==> src/rtl/rsk_pkg.sv <==
`timescale 1ns / 1ps
`default_nettype none

package rsk_pkg;

  localparam int MAX_ITEMS = 64;
  localparam int IDX_W     = (MAX_ITEMS > 1) ? $clog2(MAX_ITEMS) : 1;
  localparam int CNT_W     = $clog2(MAX_ITEMS + 1);
  localparam int HEAD_W    = 64;
  localparam int TAIL_W    = 8;
  localparam int KEY_W     = HEAD_W + TAIL_W;
  localparam int COST_W    = 32;

  typedef logic [IDX_W-1:0]         idx_t;
  typedef logic [CNT_W-1:0]         cnt_t;
  typedef logic [KEY_W-1:0]         key_t;
  typedef logic signed [COST_W-1:0] cost_t;

  // source of the first read address of the key/cost store
  typedef enum logic {
    A_SEL_I,
    A_SEL_PERM
  } a_sel_t;

  typedef struct packed {
    logic   in_ready;
    a_sel_t a_sel;
    idx_t   idx_i;
    idx_t   idx_j;
    logic   scan_issue;
    logic   rank_clr;
    logic   perm_wr;
    idx_t   perm_rd_addr;
    logic   out_load;
    logic   out_last;
    logic   set_clear;
  } rsk_cmd_t;

  typedef struct packed {
    logic in_fire;
    logic in_last;
    cnt_t count;
    logic out_free;
  } rsk_sts_t;

endpackage

`default_nettype wire

==> src/rtl/rsk_ctrl.sv <==
`timescale 1ns / 1ps
`default_nettype none

module rsk_ctrl (
  input  wire logic              clk,
  input  wire logic              rst_n,
  input  wire rsk_pkg::rsk_sts_t sts,
  output rsk_pkg::rsk_cmd_t      cmd
);

  typedef enum logic [3:0] {
    S_LOAD,
    S_RD_I,
    S_SCAN,
    S_SCAN_END,
    S_WR_PERM,
    S_DR_PERM,
    S_DR_MEM,
    S_DR_LOAD
  } state_t;

  state_t        state_r, state_nxt;
  rsk_pkg::idx_t i_r, i_nxt;
  rsk_pkg::idx_t j_r, j_nxt;
  rsk_pkg::idx_t p_r, p_nxt;
  logic          last_i, last_j, last_p;

  assign last_i = (rsk_pkg::cnt_t'(i_r) + rsk_pkg::cnt_t'(1)) == sts.count;
  assign last_j = (rsk_pkg::cnt_t'(j_r) + rsk_pkg::cnt_t'(1)) == sts.count;
  assign last_p = (rsk_pkg::cnt_t'(p_r) + rsk_pkg::cnt_t'(1)) == sts.count;

  always_comb begin
    state_nxt = state_r;
    i_nxt     = i_r;
    j_nxt     = j_r;
    p_nxt     = p_r;

    cmd              = '0;
    cmd.a_sel        = rsk_pkg::A_SEL_I;
    cmd.idx_i        = i_r;
    cmd.idx_j        = j_r;
    cmd.perm_rd_addr = p_r;

    case (state_r)
      S_LOAD: begin
        cmd.in_ready = 1'b1;
        if (sts.in_fire && sts.in_last) begin
          i_nxt     = '0;
          state_nxt = S_RD_I;
        end
      end
      S_RD_I: begin
        cmd.rank_clr = 1'b1;
        j_nxt        = '0;
        state_nxt    = S_SCAN;
      end
      S_SCAN: begin
        cmd.scan_issue = 1'b1;
        if (last_j) begin
          state_nxt = S_SCAN_END;
        end else begin
          j_nxt = j_r + rsk_pkg::idx_t'(1);
        end
      end
      S_SCAN_END: begin
        // last compare lands in the rank counter
        state_nxt = S_WR_PERM;
      end
      S_WR_PERM: begin
        cmd.perm_wr = 1'b1;
        if (last_i) begin
          p_nxt     = '0;
          state_nxt = S_DR_PERM;
        end else begin
          i_nxt     = i_r + rsk_pkg::idx_t'(1);
          state_nxt = S_RD_I;
        end
      end
      S_DR_PERM: begin
        state_nxt = S_DR_MEM;
      end
      S_DR_MEM: begin
        cmd.a_sel = rsk_pkg::A_SEL_PERM;
        state_nxt = S_DR_LOAD;
      end
      S_DR_LOAD: begin
        cmd.a_sel = rsk_pkg::A_SEL_PERM;
        if (sts.out_free) begin
          cmd.out_load = 1'b1;
          cmd.out_last = last_p;
          if (last_p) begin
            cmd.set_clear = 1'b1;
            state_nxt     = S_LOAD;
          end else begin
            p_nxt     = p_r + rsk_pkg::idx_t'(1);
            state_nxt = S_DR_PERM;
          end
        end
      end
      default: begin
        state_nxt = S_LOAD;
      end
    endcase
  end

  always_ff @(posedge clk) begin
    if (!rst_n) begin
      state_r <= S_LOAD;
      i_r     <= '0;
      j_r     <= '0;
      p_r     <= '0;
    end else begin
      state_r <= state_nxt;
      i_r     <= i_nxt;
      j_r     <= j_nxt;
      p_r     <= p_nxt;
    end
  end

endmodule

`default_nettype wire

==> config.mk <==
export PLATFORM = sky130hd
export DESIGN_NAME = rsk_ctrl
export DESIGN_NICKNAME = d
export VERILOG_FILES = /design/src/rtl/rsk_pkg.sv /design/src/rtl/rsk_ctrl.sv
export SDC_FILE = /design/constraint.sdc
export NUM_CORES = 1
export LEC_CHECK = 0
export BUFFER_PORTS_ARGS = -buffer_cell sky130_fd_sc_hd__buf_2
export CAP_MARGIN = 25
export CORE_UTILIZATION = 54
export CTS_CLUSTER_DIAMETER = 40
export DETAILED_ROUTE_END_ITERATION = 16
export PLACE_DENSITY = 0.78
export SLEW_MARGIN = 20
export SYNTH_ARGS = -nofsm -noshare
export SYNTH_HDL_FRONTEND = slang
export SYNTH_SLANG_ARGS = --single-unit
==> constraint.sdc <==
create_clock -name clk -period 2.8 [get_ports clk]
set_input_delay 0.14 -clock clk [delete_from_list [all_inputs] [get_ports clk]]
set_output_delay 0.14 -clock clk [all_outputs]
set_load 0.03 [all_outputs]
== Word-level counts from Yosys, hierarchy flattened ==
Cells that the tools add are included.
Storage, ports and cells
  register bits: 22
Operators by class
  add/subtract/negate cells: 6
  eq/ne operators: 17
  muxes and demuxes: 23
  reductions and logical operators: 10
Operator list (count)
  6-bit two-way mux: 6
  6-bit one-hot mux with 2 select lines: 3
  4-bit one-hot mux with 8 select lines: 1
  6-bit by 1-bit adder with 7-bit output (second input constant): 3
  7-bit == test: 3
  6-bit by 1-bit adder with 6-bit output (second input constant): 3
  4-bit by 3-bit == test with 1-bit output (second input constant): 4
  2-bit inequality test (second input constant): 7
  3-bit two-way mux: 4
  4-bit two-way mux: 3
  4-bit by 2-bit == test with 1-bit output (second input constant): 2
  1-bit two-way mux: 6
  3-bit AND reduction: 2
  2-bit nonzero test: 3
  4-bit by 1-bit == test with 1-bit output (second input constant): 1
  4-bit logical NOT: 1
  4-bit AND reduction: 1
  2-bit AND reduction: 1
  2-bit OR reduction: 1
  1-bit logical AND: 1

== Longest topological paths before layout ==
  depth after elaboration: 5
  mapped depth: 9
  depth with buffers taken out: 7

== Least setup slack after synthesis ==
OpenSTA, ideal clock, no wires.
  kind: reg2out
  start: register p_r[0]
  end: output cmd[1] (netlist bit)
  arrival time: 2.663 ns
  path slack: -0.003 ns
  stages on the path, launching flop included: 9
  buffers on the path: 2
  cell sequence: dfxtp_1 > ha_1 > or3b_1 > a21oi_1 > a311oi_1 > or3_1 > buf_6 > nor2_1 > buf_4
RTL lines
  from (decl): line rsk_ctrl.sv:25  | rsk_pkg::idx_t p_r, p_nxt;
  from (signal assigned): line rsk_ctrl.sv:116  | p_r <= p_nxt;
  to (decl): line rsk_ctrl.sv:8  | output rsk_pkg::rsk_cmd_t cmd

==> results.cfg <==
[sta]
max_freq_mhz = 379.6
finalCritPeriodShare_pct = 94.09
maxSlewHeadroom_pct = 57.16
fin_crit_ps = 2635
slew_violations = 0
finalClockSkew_ps = 4.275
rsz0062_at_grt = false
hold_viol = 0
worst_pin_slew_ps = 640.4
fin_setup_tns_ps = 0
setup_viol = 0

[floorplan]
fp.coreArea_um2 = 2853
die_height_um = 57.91
row_count = 19
die-width_um = 57.91
ios = 38
dieArea_um2 = 3353
initial_utilization_pct = 59.17

[cts]
cts_tree = built
cts_hold_buffers = 0
cts_inserted_buffers = 3
cts_max_level = 1
numClockSinks = 21
clockRootBuffer = clkbuf_4
insertion_delay_ps = 320
cts.path.max_buffers = 2
clkSlewWorstSetupHoldPaths_ps = 120

[worst_hold_path]
hold_start = sts[0]
hold_class = in -> reg

[power_and_ir_drop]
switchingPower_mw = 0.1650
p_clk_share_pct = 28.2
p_comb_share_pct = 16.4
p_seq_share_pct = 55.3
ir_drop_mv = 0.2164
p_int_mw = 0.3907
p_total_mw = 0.5558
p_sw_share_pct = 29.69
power.density_nw_per_um2 = 295.5
leakagePower_nw = 0.7297

[worst_setup_path]
end_kind = output pin
startpoint_type = register
r2r_start = p_r[0]
cp.required_ps = 2660
arrival_ps = 2490
critical_path_class = reg -> out
crit_start = p_r[0]
critPathMaxFanout = 8

[final_layout]
fillers = 264
n_antenna_cell = 0
area_delta_synth_final_pct = 11.42
nNetsFinal = 259
drive_gt1_share_pct = 21.81
final_cells = 274

[placed_design]
place.gp.congestion = 0.9140
place_inst = 270
portBuffers = 37
hpwl_um = 3054

[global_routing]
antenna_found_initial = 0
grt_pass1_wl_um = 7065
grt_pass1_vias = 1487
grtUsageTotal_pct = 27.21
grt_remaining_overflow = 0
grt_max_degree = 18

[synth]
synth_edf_count = 0
syn_nets = 228
synth_cell_types = 55
async_reset_ff_share_pct = 0
synth_area_um2 = 1688
synth_seq_area_share_pct = 24.91
synth_top_area_share_pct = 24.91
synthTopCellsByCount = nand2_1, dfxtp_1, nand3_1
synth_warnings = 0
yosysMostFrequentCell = nand2_1
synth_area_leaders = dfxtp_1, xnor2_1, xor2_1
synth_cells = 213
synth_area_per_cell_um2 = 7.924
yosys_most_used_dff = dfxtp_1
yosysTopAreaCell = dfxtp_1
synth.ff_latch_count = 21

[detailed_routing]
routed_wl_um = 4202
ant_nets = 0
first_iter_violations = 131
drt-wirelength-per-cell_um = 15.34
vias_per_cell = 6.179
first_pass_iters = 10
drc = 2
vias = 1693

[run_status]
violations = design-rule violations
status = finished, violations left

[job]
maxCapViolCount = 0
==> placed cells by master (no fill, tap or decap), types with 2 or more instances in the layout <==
| cell | count |
|---|---|
| nor3_1 | 10 |
| or3b_1 | 2 |
| a311oi_1 | 3 |
| o21ai_0 | 5 |
| or4_1 | 2 |
| or4b_1 | 3 |
| nand4_1 | 8 |
| buf_4 | 3 |
| nor3b_1 | 2 |
| dfxtp_1 | 21 |
| nand2b_1 | 2 |
| a31oi_1 | 3 |
| nand3_1 | 19 |
| clkbuf_4 | 3 |
| nand2_1 | 23 |
| xnor2_1 | 11 |
| nand3b_1 | 2 |
| nand4b_1 | 2 |
| inv_1 | 8 |
| a21oi_1 | 9 |
| nor4_1 | 2 |
| nor2b_1 | 3 |
| or2_2 | 2 |
| xor2_1 | 11 |
| o221a_1 | 3 |
| o21a_1 | 2 |
| buf_2 | 37 |
| and3_1 | 2 |
| ha_1 | 3 |
| nor2_1 | 5 |
| o211ai_1 | 7 |
| mux2i_1 | 3 |
==> per-layer routing <==
metal / up-vias / part of all wire [%] / track usage [%]
met5: - / 0 / 0
met4: 0 / 1.5 / 11.90
met3: 5 / 4.8 / 3.348
met2: 62 / 42 / 40.23
met1: 780 / 52 / 39.59
li1: 846 / - / -
==> area by class of cell <==
type                            instances  area (µm²)  area share (%)
Timing Repair Buffer                   40       207.7           11.04
Inverter                                9       33.78           1.796
Multi-Input combinational cell        169        1154           61.34
Tap cell                               31       38.79           2.063
Sequential cell                        21       420.4           22.36
Clock buffer                            4       26.28           1.397
==> stage by stage <==
step	util (%)	hold slack (ps)	setup slack, ps	cell area (µm²)
after global routing	65.92	215.1	7.221	1881
after detailed placement	64.82	516.8	399.5	1849
after floorplan	-	388.2	174.2	1690
after global placement	64.82	506.4	462.4	1849
final	65.92	177.6	165.4	1881
after CTS	65.75	177.1	90.30	1876
==> final timing paths <==
path	slack [ps]	to	cells after the start
min reg2reg	530	i_r[1]	2
max reg2reg	460	p_r[2]	7
max	170	cmd[0]	7
min	180	state_r[1]	4
==> cells by family (layout without fill, tap and decap cells) <==
logic type / count (synthesis) / after routing / share of synthesized area (%)
AOI/OAI and AO/OA: 44 / 44 / 19.94
xor gates and xnor gates: 22 / 22 / 11.42
and+or+nand+nor: 97 / 97 / 32.54
DFF: 21 / 21 / 24.91
muxes: 3 / 3 / 1.779
adders and majority gates: 3 / 3 / 2.224
buffers and inverters: 23 / 53 / 7.190
==> power by group through the flow <==
stage | Combinational [mW] | Sequential, mW | Clock (mW)
after global placement | 0.0899 | 0.314 | 0
final | 0.0913 | 0.308 | 0.157
after global routing | 0.0993 | 0.309 | 0.179
after floorplan | 0.0675 | 0.312 | 0
after CTS | 0.0906 | 0.307 | 0.162
after detailed placement | 0.0901 | 0.314 | 0
==> critical path: stages, from the launching register on <==
cell and delay, ps:
dfxtp_1 460, ha_1 290, xor2_1 160, a311oi_1 300, o311ai_1 210, or3_4 420
nor2_2 130, buf_2 210
==> registers in the layout, summed over array words and instances (netlist names) <==
signal and count:
i_r 6, j_r 6, p_r 6, state_r 3
==> timing repair <==
item | in CTS | in global routing
endpoints found under the setup margin | 0 | 2
setup buffers | 0 | 0
gates resized for setup | 0 | 1
Power figures use the tool's default switching activity.
